## src/sv/trk_pkg.sv

```systemverilog
`timescale 1ns / 1ps

package trk_pkg;

    localparam int COORD_WIDTH = 16;
    localparam int LEN_BITS    = 48;
    localparam int IDX_BITS    = 5;

    localparam int S_DATA_BITS = 32;
    localparam int S_USER_BITS = 2;
    localparam int M_DATA_BITS = 112;

    localparam int USER_FIRST_SAMPLE = 0;
    localparam int USER_LAST_TRACK   = 1;

    localparam logic [LEN_BITS-1:0] LEN_MAX = {LEN_BITS{1'b1}};

    typedef struct packed {
        logic [LEN_BITS-1:0] best_length;
        logic [IDX_BITS-1:0] best_index;
        logic [LEN_BITS-1:0] track_length;
        logic [IDX_BITS-1:0] track_index;
    } result_t;

endpackage

```

## src/sv/trk_root_cell.sv

```systemverilog
`timescale 1ns / 1ps

module trk_root_cell #(
    parameter int RAD_BITS  = 34,
    parameter int ROOT_BITS = 25,
    parameter int REM_BITS  = 27
) (
    input  logic                 aclk,
    input  logic                 aresetn,
    input  logic                 in_valid,
    input  logic [RAD_BITS-1:0]  in_rad,
    input  logic [REM_BITS-1:0]  in_rem,
    input  logic [ROOT_BITS-1:0] in_root,
    output logic                 out_valid,
    output logic [RAD_BITS-1:0]  out_rad,
    output logic [REM_BITS-1:0]  out_rem,
    output logic [ROOT_BITS-1:0] out_root
);

    logic [REM_BITS+1:0] rem_shift;
    logic [REM_BITS+1:0] trial;
    logic [REM_BITS+1:0] diff;
    logic                fits;

    logic                 valid_reg;
    logic [RAD_BITS-1:0]  rad_reg;
    logic [REM_BITS-1:0]  rem_reg;
    logic [ROOT_BITS-1:0] root_reg;
    logic [RAD_BITS-1:0]  rad_next;
    logic [REM_BITS-1:0]  rem_next;
    logic [ROOT_BITS-1:0] root_next;

    always_comb begin
        rem_shift = {in_rem, in_rad[RAD_BITS-1 -: 2]};
        trial     = {{(REM_BITS-ROOT_BITS){1'b0}}, in_root, 2'b01};
        diff      = rem_shift - trial;
        fits      = (rem_shift >= trial);
        rem_next  = fits ? diff[REM_BITS-1:0] : rem_shift[REM_BITS-1:0];
        root_next = {in_root[ROOT_BITS-2:0], fits};
        rad_next  = {in_rad[RAD_BITS-3:0], 2'b00};
    end

    always_ff @(posedge aclk) begin
        if (!aresetn) begin
            valid_reg <= 1'b0;
        end else begin
            valid_reg <= in_valid;
        end
    end

    always_ff @(posedge aclk) begin
        rad_reg  <= rad_next;
        rem_reg  <= rem_next;
        root_reg <= root_next;
    end

    assign out_valid = valid_reg;
    assign out_rad   = rad_reg;
    assign out_rem   = rem_reg;
    assign out_root  = root_reg;

endmodule

```

## src/sv/trk_root_chain.sv

```systemverilog
`timescale 1ns / 1ps

module trk_root_chain #(
    parameter int RAD_BITS = 34,
    parameter int NCELL    = 25
) (
    input  logic                aclk,
    input  logic                aresetn,
    input  logic                in_valid,
    input  logic [RAD_BITS-1:0] in_rad,
    output logic                out_valid,
    output logic [NCELL-1:0]    out_root
);

    localparam int REM_BITS = NCELL + 2;

    logic                valid_tap [0:NCELL];
    logic [RAD_BITS-1:0] rad_tap   [0:NCELL];
    logic [REM_BITS-1:0] rem_tap   [0:NCELL];
    logic [NCELL-1:0]    root_tap  [0:NCELL];

    assign valid_tap[0] = in_valid;
    assign rad_tap[0]   = in_rad;
    assign rem_tap[0]   = '0;
    assign root_tap[0]  = '0;

    for (genvar i = 0; i < NCELL; i++) begin : g_cell
        trk_root_cell #(
            .RAD_BITS  (RAD_BITS),
            .ROOT_BITS (NCELL),
            .REM_BITS  (REM_BITS)
        ) u_cell (
            .aclk      (aclk),
            .aresetn   (aresetn),
            .in_valid  (valid_tap[i]),
            .in_rad    (rad_tap[i]),
            .in_rem    (rem_tap[i]),
            .in_root   (root_tap[i]),
            .out_valid (valid_tap[i+1]),
            .out_rad   (rad_tap[i+1]),
            .out_rem   (rem_tap[i+1]),
            .out_root  (root_tap[i+1])
        );
    end

    assign out_valid = valid_tap[NCELL];
    assign out_root  = root_tap[NCELL];

endmodule

```

## src/sv/track_path_length_min_finder_core.sv

```systemverilog
`timescale 1ns / 1ps

// Sums the Euclidean step lengths of each track in a stream of position samples, with 8
// fraction bits and saturation at the top of the 48-bit range, and on the last sample of
// a track returns its length together with the shortest non-zero track of the set so far.
// Items are taken one at a time. A sample that opens a track only stores its position and
// clears the running length, and goes on to the finish state if it also closes the track.
// Any other sample first has its squares formed and registered, and then the root passes
// through a row of min(COORD_BITS,16) + 9 cells that each settle one result bit per cycle,
// and by the finish state if it closes a track. A finished result waits in an output
// register while the next request is taken in.
module track_path_length_min_finder_core
    import trk_pkg::*;
#(
    parameter int MAX_TRACKS = 32,
    parameter int COORD_BITS = 16
) (
    input  logic                   aclk,
    input  logic                   aresetn,
    input  logic                   s_tvalid,
    output logic                   s_tready,
    input  logic [S_DATA_BITS-1:0] s_tdata,   // pos_x, pos_y
    input  logic [S_USER_BITS-1:0] s_tuser,   // first_sample, last_track
    input  logic                   s_tlast,   // last_sample
    output logic                   m_tvalid,
    input  logic                   m_tready,
    output logic [M_DATA_BITS-1:0] m_tdata,   // track_index, track_length, best_index,
                                              // best_length, zero padding
    output logic                   m_tlast    // set_done
);

    localparam int CW       = (COORD_BITS < COORD_WIDTH) ? COORD_BITS : COORD_WIDTH;
    localparam int TW       = (MAX_TRACKS > 1) ? $clog2(MAX_TRACKS) : 1;
    localparam int PAIRS    = CW + 1;
    localparam int RAD_BITS = 2 * PAIRS;
    localparam int NCELL    = PAIRS + 8;
    localparam int SQ_BITS  = 2 * CW;
    localparam logic [TW-1:0] TRACK_LAST = TW'(MAX_TRACKS - 1);

    localparam logic [2:0] ST_IDLE   = 3'd0;
    localparam logic [2:0] ST_SQUARE = 3'd1;
    localparam logic [2:0] ST_LAUNCH = 3'd2;
    localparam logic [2:0] ST_ROOT   = 3'd3;
    localparam logic [2:0] ST_FINISH = 3'd4;

    logic [2:0]          state_reg, state_next;
    logic [CW-1:0]       prev_x_reg, prev_x_next;
    logic [CW-1:0]       prev_y_reg, prev_y_next;
    logic [CW-1:0]       dx_reg, dx_next;
    logic [CW-1:0]       dy_reg, dy_next;
    logic [SQ_BITS-1:0]  sq_x_reg, sq_x_next;
    logic [SQ_BITS-1:0]  sq_y_reg, sq_y_next;
    logic                last_hold_reg, last_hold_next;
    logic                final_hold_reg, final_hold_next;
    logic [LEN_BITS-1:0] running_reg, running_next;
    logic [TW-1:0]       count_reg, count_next;
    logic [TW-1:0]       short_idx_reg, short_idx_next;
    logic [LEN_BITS-1:0] short_len_reg, short_len_next;
    logic                short_valid_reg, short_valid_next;
    logic                m_valid_reg, m_valid_next;
    result_t             result_reg, result_next;
    logic                set_done_reg, set_done_next;

    logic                accept;
    logic                out_free;
    logic [CW-1:0]       in_x, in_y;
    logic [SQ_BITS-1:0]  dx_wide, dy_wide;
    logic [RAD_BITS-1:0] rad_in;
    logic                chain_valid;
    logic [NCELL-1:0]    chain_root;
    logic [LEN_BITS:0]   len_sum;
    logic                take;
    logic                upd_valid;
    logic [TW-1:0]       upd_idx;
    logic [LEN_BITS-1:0] upd_len;

    assign in_x     = s_tdata[CW-1:0];
    assign in_y     = s_tdata[COORD_WIDTH+CW-1:COORD_WIDTH];
    assign s_tready = (state_reg == ST_IDLE);
    assign accept   = s_tvalid && s_tready;
    assign out_free = !m_valid_reg || m_tready;
    assign dx_wide  = {{CW{1'b0}}, dx_reg};
    assign dy_wide  = {{CW{1'b0}}, dy_reg};
    assign rad_in   = {1'b0, {1'b0, sq_x_reg} + {1'b0, sq_y_reg}};
    assign len_sum  = {1'b0, running_reg} + {{(LEN_BITS+1-NCELL){1'b0}}, chain_root};

    trk_root_chain #(
        .RAD_BITS (RAD_BITS),
        .NCELL    (NCELL)
    ) u_chain (
        .aclk      (aclk),
        .aresetn   (aresetn),
        .in_valid  (state_reg == ST_LAUNCH),
        .in_rad    (rad_in),
        .out_valid (chain_valid),
        .out_root  (chain_root)
    );

    always_comb begin
        take = (running_reg != '0) && (!short_valid_reg || (running_reg < short_len_reg));
        upd_valid = short_valid_reg || take;
        upd_idx   = take ? count_reg : short_idx_reg;
        upd_len   = take ? running_reg : short_len_reg;
    end

    always_comb begin
        state_next       = state_reg;
        prev_x_next      = prev_x_reg;
        prev_y_next      = prev_y_reg;
        dx_next          = dx_reg;
        dy_next          = dy_reg;
        sq_x_next        = dx_wide * dx_wide;
        sq_y_next        = dy_wide * dy_wide;
        last_hold_next   = last_hold_reg;
        final_hold_next  = final_hold_reg;
        running_next     = running_reg;
        count_next       = count_reg;
        short_idx_next   = short_idx_reg;
        short_len_next   = short_len_reg;
        short_valid_next = short_valid_reg;
        m_valid_next     = m_valid_reg && !m_tready;
        result_next      = result_reg;
        set_done_next    = set_done_reg;

        case (state_reg)
            ST_IDLE: begin
                if (accept) begin
                    prev_x_next     = in_x;
                    prev_y_next     = in_y;
                    dx_next         = (in_x >= prev_x_reg) ? in_x - prev_x_reg
                                                           : prev_x_reg - in_x;
                    dy_next         = (in_y >= prev_y_reg) ? in_y - prev_y_reg
                                                           : prev_y_reg - in_y;
                    last_hold_next  = s_tlast;
                    final_hold_next = s_tuser[USER_LAST_TRACK];
                    if (s_tuser[USER_FIRST_SAMPLE]) begin
                        running_next = '0;
                        state_next   = s_tlast ? ST_FINISH : ST_IDLE;
                    end else begin
                        state_next = ST_SQUARE;
                    end
                end
            end
            ST_SQUARE: begin
                state_next = ST_LAUNCH;
            end
            ST_LAUNCH: begin
                state_next = ST_ROOT;
            end
            ST_ROOT: begin
                if (chain_valid) begin
                    running_next = len_sum[LEN_BITS] ? LEN_MAX : len_sum[LEN_BITS-1:0];
                    state_next   = last_hold_reg ? ST_FINISH : ST_IDLE;
                end
            end
            ST_FINISH: begin
                if (out_free) begin
                    m_valid_next             = 1'b1;
                    result_next.track_index  = IDX_BITS'(count_reg);
                    result_next.track_length = running_reg;
                    result_next.best_index   = upd_valid ? IDX_BITS'(upd_idx) : '0;
                    result_next.best_length  = upd_valid ? upd_len : '0;
                    set_done_next            = final_hold_reg;
                    running_next             = '0;
                    if (final_hold_reg) begin
                        count_next       = '0;
                        short_idx_next   = '0;
                        short_len_next   = '0;
                        short_valid_next = 1'b0;
                    end else begin
                        count_next       = (count_reg == TRACK_LAST) ? '0 : count_reg + 1'b1;
                        short_idx_next   = upd_idx;
                        short_len_next   = upd_len;
                        short_valid_next = upd_valid;
                    end
                    state_next = ST_IDLE;
                end
            end
            default: begin
                state_next = ST_IDLE;
            end
        endcase
    end

    always_ff @(posedge aclk) begin
        if (!aresetn) begin
            state_reg       <= ST_IDLE;
            prev_x_reg      <= '0;
            prev_y_reg      <= '0;
            running_reg     <= '0;
            count_reg       <= '0;
            short_idx_reg   <= '0;
            short_len_reg   <= '0;
            short_valid_reg <= 1'b0;
            m_valid_reg     <= 1'b0;
        end else begin
            state_reg       <= state_next;
            prev_x_reg      <= prev_x_next;
            prev_y_reg      <= prev_y_next;
            running_reg     <= running_next;
            count_reg       <= count_next;
            short_idx_reg   <= short_idx_next;
            short_len_reg   <= short_len_next;
            short_valid_reg <= short_valid_next;
            m_valid_reg     <= m_valid_next;
        end
    end

    always_ff @(posedge aclk) begin
        dx_reg         <= dx_next;
        dy_reg         <= dy_next;
        sq_x_reg       <= sq_x_next;
        sq_y_reg       <= sq_y_next;
        last_hold_reg  <= last_hold_next;
        final_hold_reg <= final_hold_next;
        result_reg     <= result_next;
        set_done_reg   <= set_done_next;
    end

    assign m_tvalid = m_valid_reg;
    assign m_tlast  = set_done_reg;
    assign m_tdata  = {{(M_DATA_BITS-2*(LEN_BITS+IDX_BITS)){1'b0}}, result_reg};

    a_chain_only_in_root: assert property (@(posedge aclk) disable iff (!aresetn)
        chain_valid |-> (state_reg == ST_ROOT))
        else $error("Root result arrived outside the root wait state.");

    a_first_clears_length: assert property (@(posedge aclk) disable iff (!aresetn)
        (accept && s_tuser[USER_FIRST_SAMPLE]) |=> (running_reg == '0))
        else $error("Opening sample did not clear the running length.");

    a_shortest_nonzero: assert property (@(posedge aclk) disable iff (!aresetn)
        short_valid_reg |-> (short_len_reg != '0))
        else $error("Shortest track holds a zero length.");

    a_finish_emits: assert property (@(posedge aclk) disable iff (!aresetn)
        (state_reg == ST_FINISH && out_free) |=> (m_valid_reg && state_reg == ST_IDLE))
        else $error("Finished track did not reach the output register.");

endmodule

```

## config.mk

```make
export PLATFORM = sky130hd
export DESIGN_NAME = track_path_length_min_finder_core
export DESIGN_NICKNAME = d
export VERILOG_FILES = /design/src/sv/trk_pkg.sv /design/src/sv/trk_root_cell.sv /design/src/sv/trk_root_chain.sv /design/src/sv/track_path_length_min_finder_core.sv
export SDC_FILE = /design/constraint.sdc
export NUM_CORES = 2
export LEC_CHECK = 0
export ABC_CLOCK_PERIOD_IN_PS = 19700
export BUFFER_PORTS_ARGS = -buffer_cell sky130_fd_sc_hd__buf_2
export CORE_AREA = 2 2 387 312
export DETAILED_ROUTE_END_ITERATION = 10
export DIE_AREA = 0 0 389 314
export GPL_TIMING_DRIVEN = 1
export PLACE_DENSITY = 0.95
export SYNTH_ARGS = -nofsm -noshare
export SYNTH_HDL_FRONTEND = slang
export SYNTH_SLANG_ARGS = --single-unit
```

## constraint.sdc

```tcl
create_clock -name aclk -period 19.7 [get_ports aclk]
set_input_delay 4.925 -clock aclk [delete_from_list [all_inputs] [get_ports aclk]]
set_output_delay 4.925 -clock aclk [all_outputs]
set_load 0.005 [all_outputs]
```

=== Word level (Yosys, flattened, before mapping) ===
Index checks and enable logic that the tools add are counted.

* Bits in registers: 1593
* Bits in latches: 0
* Memory bits (writable): 0
* Bits in read-only memories: 0
* Input port bits: 39
* Output and inout bits: 115
* Word-level logic and storage cells: 252
* Memories: 0

* Add/sub/neg operators: 31
* Multipliers: 2
* Div/mod/pow operators: 0
* Order comparisons: 28
* Equal/unequal tests: 9
* Shifts and indexed selects: 0
* Mux-type cells: 48
* Bitwise operators: 0
* Reductions and logical operators: 16

{| class="wikitable"
|+ Operators by type and width
! operator !! count
|-
| $mux 27 || 23
|-
| $mux 48 || 7
|-
| $pmux 48 s3 || 1
|-
| $mul 16x16->32 || 2
|-
| $sub 16x16->16 || 4
|-
| $add 48x25->49 || 1
|-
| $lt 48x48->1 || 1
|-
| $reduce_bool 48->1 || 1
|-
| $add 32x32->33 || 1
|-
| $ge 16x16->1 || 2
|-
| $mux 16 || 2
|-
| $ge 29x10->1 || 1
|-
| $ge 29x11->1 || 1
|-
| $ge 29x12->1 || 1
|-
| $ge 29x13->1 || 1
|-
| $ge 29x14->1 || 1
|-
| $ge 29x15->1 || 1
|-
| $ge 29x16->1 || 1
|-
| $ge 29x17->1 || 1
|-
| $ge 29x18->1 || 1
|-
| $ge 29x19->1 || 1
|-
| $ge 29x20->1 || 1
|-
| $ge 29x21->1 || 1
|-
| $ge 29x22->1 || 1
|-
| other kinds (55) || 76
|}

=== Longest topological paths before layout ===
* Word-level depth: 5
* Mapped depth: 26
* Mapped depth without buffers: 25

=== Cells and area by module ===
From an unflattened synthesis, not the netlist that was laid out.

* Cell total of the unflattened synthesis: 12389
* Area total of the unflattened synthesis: 125923.3 um^2

{| class="wikitable"
|+ By module, submodules not included
! module !! times used !! cells each !! area an instance (um^2) !! sequential area each (um^2)
|-
| trk_root_cell at u_chain.g_cell[0].u_cell ... || 22 || 349 || 3686.0 || 1701.6
|-
| track_path_length_min_finder_core || 1 || 3567 || 33254.4 || 8338.0
|-
| trk_root_cell at u_chain.g_cell[7].u_cell ... || 3 || 381 || 3857.4 || 1701.6
|-
| trk_root_chain || 1 || 1 || 3.8 || 0.0
|}

=== Worst setup path before layout ===
No wires, ideal clock.

* Path type: input to register
* Start point: input m_tready
* End point: register count_reg[3]
* Setup time: 0.065 ns
* Arrival: 7.980 ns
* Data required time: 19.635 ns
* Path slack: 11.655 ns
* Stages on the path: 7
* Path buffers: 0
* Path through: nand2b_1 > nand3_1 > inv_1 > nand2_1 > nor3_1 > a21oi_1 > nor2_1

* Word-level cells in the longest chain between the ends: 2

{| class="wikitable"
|+ Ends and longest elaborated chain
! item !! line !! source
|-
| from (decl) || track_path_length_min_finder_core.sv:26 || <nowiki>input logic m_tready,</nowiki>
|-
| $logic_or 1x1->1 || track_path_length_min_finder_core.sv:81 || <nowiki>assign out_free = !m_valid_reg || m_tready;</nowiki>
|-
| $reduce_and 2->1 (no line) || n/a ||
|-
| to (signal assigned) || track_path_length_min_finder_core.sv:201 || <nowiki>count_reg <= count_next;</nowiki>
|-
| to (decl) || track_path_length_min_finder_core.sv:56 || <nowiki>logic [TW-1:0] count_reg, count_next;</nowiki>
|}

No other way between the ends.
A chain may end at the register's enable or synchronous reset.

=== Worst setup path after layout ===
* Start point: input s_tdata[0]
* End point: register dx_reg[15] (data pin)

* Word-level cells in the longest chain between the ends: 2
* Elaborated cells on any way between the ends: 4
* Those cells by class: 2 x add/sub; 1 x order compare; 1 x mux

{| class="wikitable"
|+ Ends and longest elaborated chain
! item !! line !! source
|-
| from (decl) || track_path_length_min_finder_core.sv:22 || <nowiki>input logic [S_DATA_BITS-1:0] s_tdata,</nowiki>
|-
| $sub 16x16->16, or another cell as far along || track_path_length_min_finder_core.sv:131 || <nowiki>: prev_x_reg - in_x;</nowiki>
|-
| $mux 16 (*) || track_path_length_min_finder_core.sv:130 || <nowiki>dx_next = (in_x >= prev_x_reg) ? in_x - prev_x_reg</nowiki>
|-
| to (signal assigned) || track_path_length_min_finder_core.sv:210 || <nowiki>dx_reg <= dx_next;</nowiki>
|-
| to (decl) || track_path_length_min_finder_core.sv:49 || <nowiki>logic [CW-1:0] dx_reg, dx_next;</nowiki>
|}

Mark *: on every way between the ends. The rest lies on a longest branch, timed or not.

==> summary.md <==
| Metric | Value |
|---|---|
| Crit path launch type | input pin |
| First-pass GRT wire length | around 320000 um |
| Final period utilization | 40.5% |
| Vias per std cell | 6.03 |
| Clock transition at path regs | approximately 0.060 ns |
| Final WL | 200000 um |
| Post-Syn Area | 79900 um^2 |
| Worst-margin pin slew | 1.22 ns |
| CP Class | input pin to flip-flop |
| CTS Sinks | ~1600 |
| EDFF count, synth | about 140 |
| Tot GR Track Use | 32.4% |
| Worst Path Arrival | ~8.5 ns |
| Synth Warn # | 0 |
| Remaining Overflow, GRT | 0 |
| # port buffers | around 150 |
| Yosys reg bits | 1567 |
| Die area | 122000 um^2 |
| Worst Path Max Fanout | 25 |
| CP Cell Sequence | buf_2 -> inv_1 -> ha_1 -> fa_1 -> nand3b_1 -> a311oi_1 -> o21ai_0 -> a21oi_1 -> a31o_2 -> a2111oi_0 -> o21ai_0 -> a21boi_0 -> o211a_1 -> a211o_1 |
| Drt pass-1 iters | 8 |
| Final hold vios | 0 |
| Chip height | 314 um |
| Min cycle time layout | 7.98 ns |
| Largest net degree at the start of global routing | 108 |
| Num CTS Buffers | 146 |
| DRT iter0 DRCs | 5814 |
| Setup TNS | 0 ns |
| Core area | 118000 um^2 |
| Area Overhead vs Synth | 8.85% |
| Vias | 61300 |
| Reg2reg end | sq_x_reg[31] |
| Die width | 389 um |
| Clock root buffer | clkbuf_16 |
| # nets final | 9572 |
| Row count | 113 |
| CTS tree | done |
| Hold Startpoint | u_chain.g_cell[11].u_cell.out_rad[25] |
| Ports | 154 |
| DR WL/cell | a little under 20 um |
| Reg2Reg Setup Slack | 11.95 ns |
| DRC Markers | 0 |
| RSZ-0062 raised after global routing | no |
| Final ANT Viol Nets | 0 |
| MaxCap Viol Count | 0 |
| Setup Fix Bufs, Post-CTS | 0 |
| Commonest non-fill, non-tap cell in the layout | dfxtp_1 |
| Design area | about 87000 um^2 |
| Clock Path Buffers | 3 |
| CP max-delay cell | a31o_2 |
| Commonest cells after routing, fill and taps aside | 1426 x dfxtp_1, 1077 x inv_1, 723 x nand2_1 |
| Initial antenna violation count | 5 |
| Post-synth cell types | 85 |
| FFs w/ async S/R, synth | 0% |
| Insertion delay to the later sink of the worst-skew pair | 0.78 ns |
| Worst Hold Class | flip-flop to flip-flop |
| Top_reg_cell synth | dfxtp_1 |
| Sequential area share after synthesis | 41.0% |
| Syn Inst Count | ~8400 |
| Critical Path Max Stage Delay | 0.61 ns |
| DP HPWL | ~140000 um |
| Post-cts resize count | 0 |
| Initial Utilization | 67.6% |
| RePlAce Congestion | 0.961 |
| Layout cell share with drive strength beyond 1 | 6.67% |
| Slew Limit Fails | 0 |
| Setup ws final | approximately 12 ns |
| Dpl cell area | 82100 um^2 |
| Post-synthesis area per instance | 9.56 um^2 |
| Hold Crit Depth | 0 |
| Number of H-tree levels | 4 |
| Hold-fix buffers, CTS | 0 |
| Final setup viols | 0 |
| Largest register FFs | 599 |
| Reg2Reg Depth | 23 |
| Slew HR | 18.4% |
| Vias in the first global route | 63600 |
| Setup WS pre-CTS | 11.02 ns |
| Reg2Reg Launch Point | dx_reg[3] |
| WHS Endpoint | u_chain.g_cell[12].u_cell.out_rad[27] |
| Worst Setup End Kind | flip-flop |
| WP data required | 20.23 ns |
| Cell with the most instances on the worst path | o21ai_0 |
| Status | finished, final reports clean |
| Fillers | 7219 |
| Fin Clk Skew | 0.0258 ns |
| Fmax | 125 MHz |
==> final cells by class <==
| type | count | area (um^2) | share of cell area (%) |
|---|---|---|---|
| inverter | 1083 | 4070 | 4.67 |
| clock buffer | 198 | 4130 | 4.74 |
| multi-input combinational | 5519 | 42400 | 48.7 |
| antenna | 5 | 12.5 | 0.0144 |
| sequential | 1567 | 32800 | 37.7 |
| timing repair buffer | 173 | 931 | 1.07 |
| clock inverter | 67 | 769 | 0.884 |
| tap | 1552 | 1940 | 2.23 |
==> synth_stat cells (15+ instances only) <==
cell type	number	area (um^2)
dfxtp_1	1426	28500
inv_1	1079	4050
nand2_1	724	2720
ha_1	703	8800
a21oi_1	507	2540
nor2_1	458	1720
o21ai_0	414	2070
fa_1	340	6810
xnor2_1	323	2830
xor2_1	266	2330
a21o_1	198	1490
clkbuf_1	177	664
nor3_1	170	851
edfxtp_1	141	4230
and2_1	129	807
nand3_1	112	561
nand2b_1	91	569
o21a_1	84	631
nor2b_1	74	463
or3_1	68	425
nor4_1	67	419
mux2_2	62	698
nand4_1	62	388
a22o_1	56	490
and3_1	54	338
o21bai_1	50	375
or2_2	50	313
a211oi_1	43	323
o31ai_1	39	293
a31oi_1	38	238
or4_1	29	218
o211ai_1	28	210
a21boi_0	26	195
a31o_2	19	166
a41oi_1	16	140
a2111oi_0	15	131
mux2i_1	15	150
nand3b_1	15	113
==> worst max-delay path: cells and delay by family <==
kind | cells | cell delay [ns]
AO/OA/AOI/OAI | 9 | 2.57
adder cells (fa/ha/maj) | 2 | 0.61
AND/OR/NAND/NOR | 1 | 0.23
buffers and inverters | 2 | 0.16
==> layer usage <==
metal / vias up / track usage (%) / part of all wire, %
met5: - / 0 / 0.0065
met4: 2 / 17.1 / 5.1
met3: 800 / 5.73 / 7.8
met2: 2962 / 55.2 / 48
met1: 29300 / 39.3 / 39
li1: 28300 / - / -
==> per-stage QoR <==
| stage | utilization [%] | std cells | hold slack [ns] |
|---|---|---|---|
| 4_1_cts | 73.6 | 10200 | 0.316 |
| 6_report | 73.6 | 10200 | 0.315 |
| 5_1_grt | 73.6 | 10200 | 0.322 |
| 3_5_place_dp | 69.5 | 9894 | 0.312 |
| 2_1_floorplan | - | 8369 | 0.310 |
| 3_3_place_gp | 69.5 | 9894 | 0.310 |
==> logic make-up (layout without fill, tap and decap cells) <==
group | Yosys count | in the layout | synth area share, %
other cells | 1 | 12 | 0.00469
fa+ha+maj | 1043 | 1043 | 19.5
simple gates | 2160 | 2160 | 13.0
xor+xnor | 589 | 589 | 6.45
buf+inv | 1283 | 1521 | 6.09
flops | 1567 | 1567 | 41.0
compound gates | 1643 | 1643 | 12.8
mux | 77 | 77 | 1.06
==> how the worst max path moves through the flow <==
stage / startpoint / slack, ns / end
floorplan: m_tready / 11.66 / count_reg[3]
global placement: s_tdata[0] / 10.97 / dx_reg[15]
detailed placement: s_tdata[0] / 11.02 / dx_reg[15]
CTS: s_tdata[0] / 11.84 / dx_reg[15]
global route: s_tdata[0] / 11.47 / dx_reg[15]
finish: s_tdata[0] / 11.72 / dx_reg[15]
Power is not shown: default switching activity piles up to over one toggle a cycle in this logic, so the estimate is an artifact.
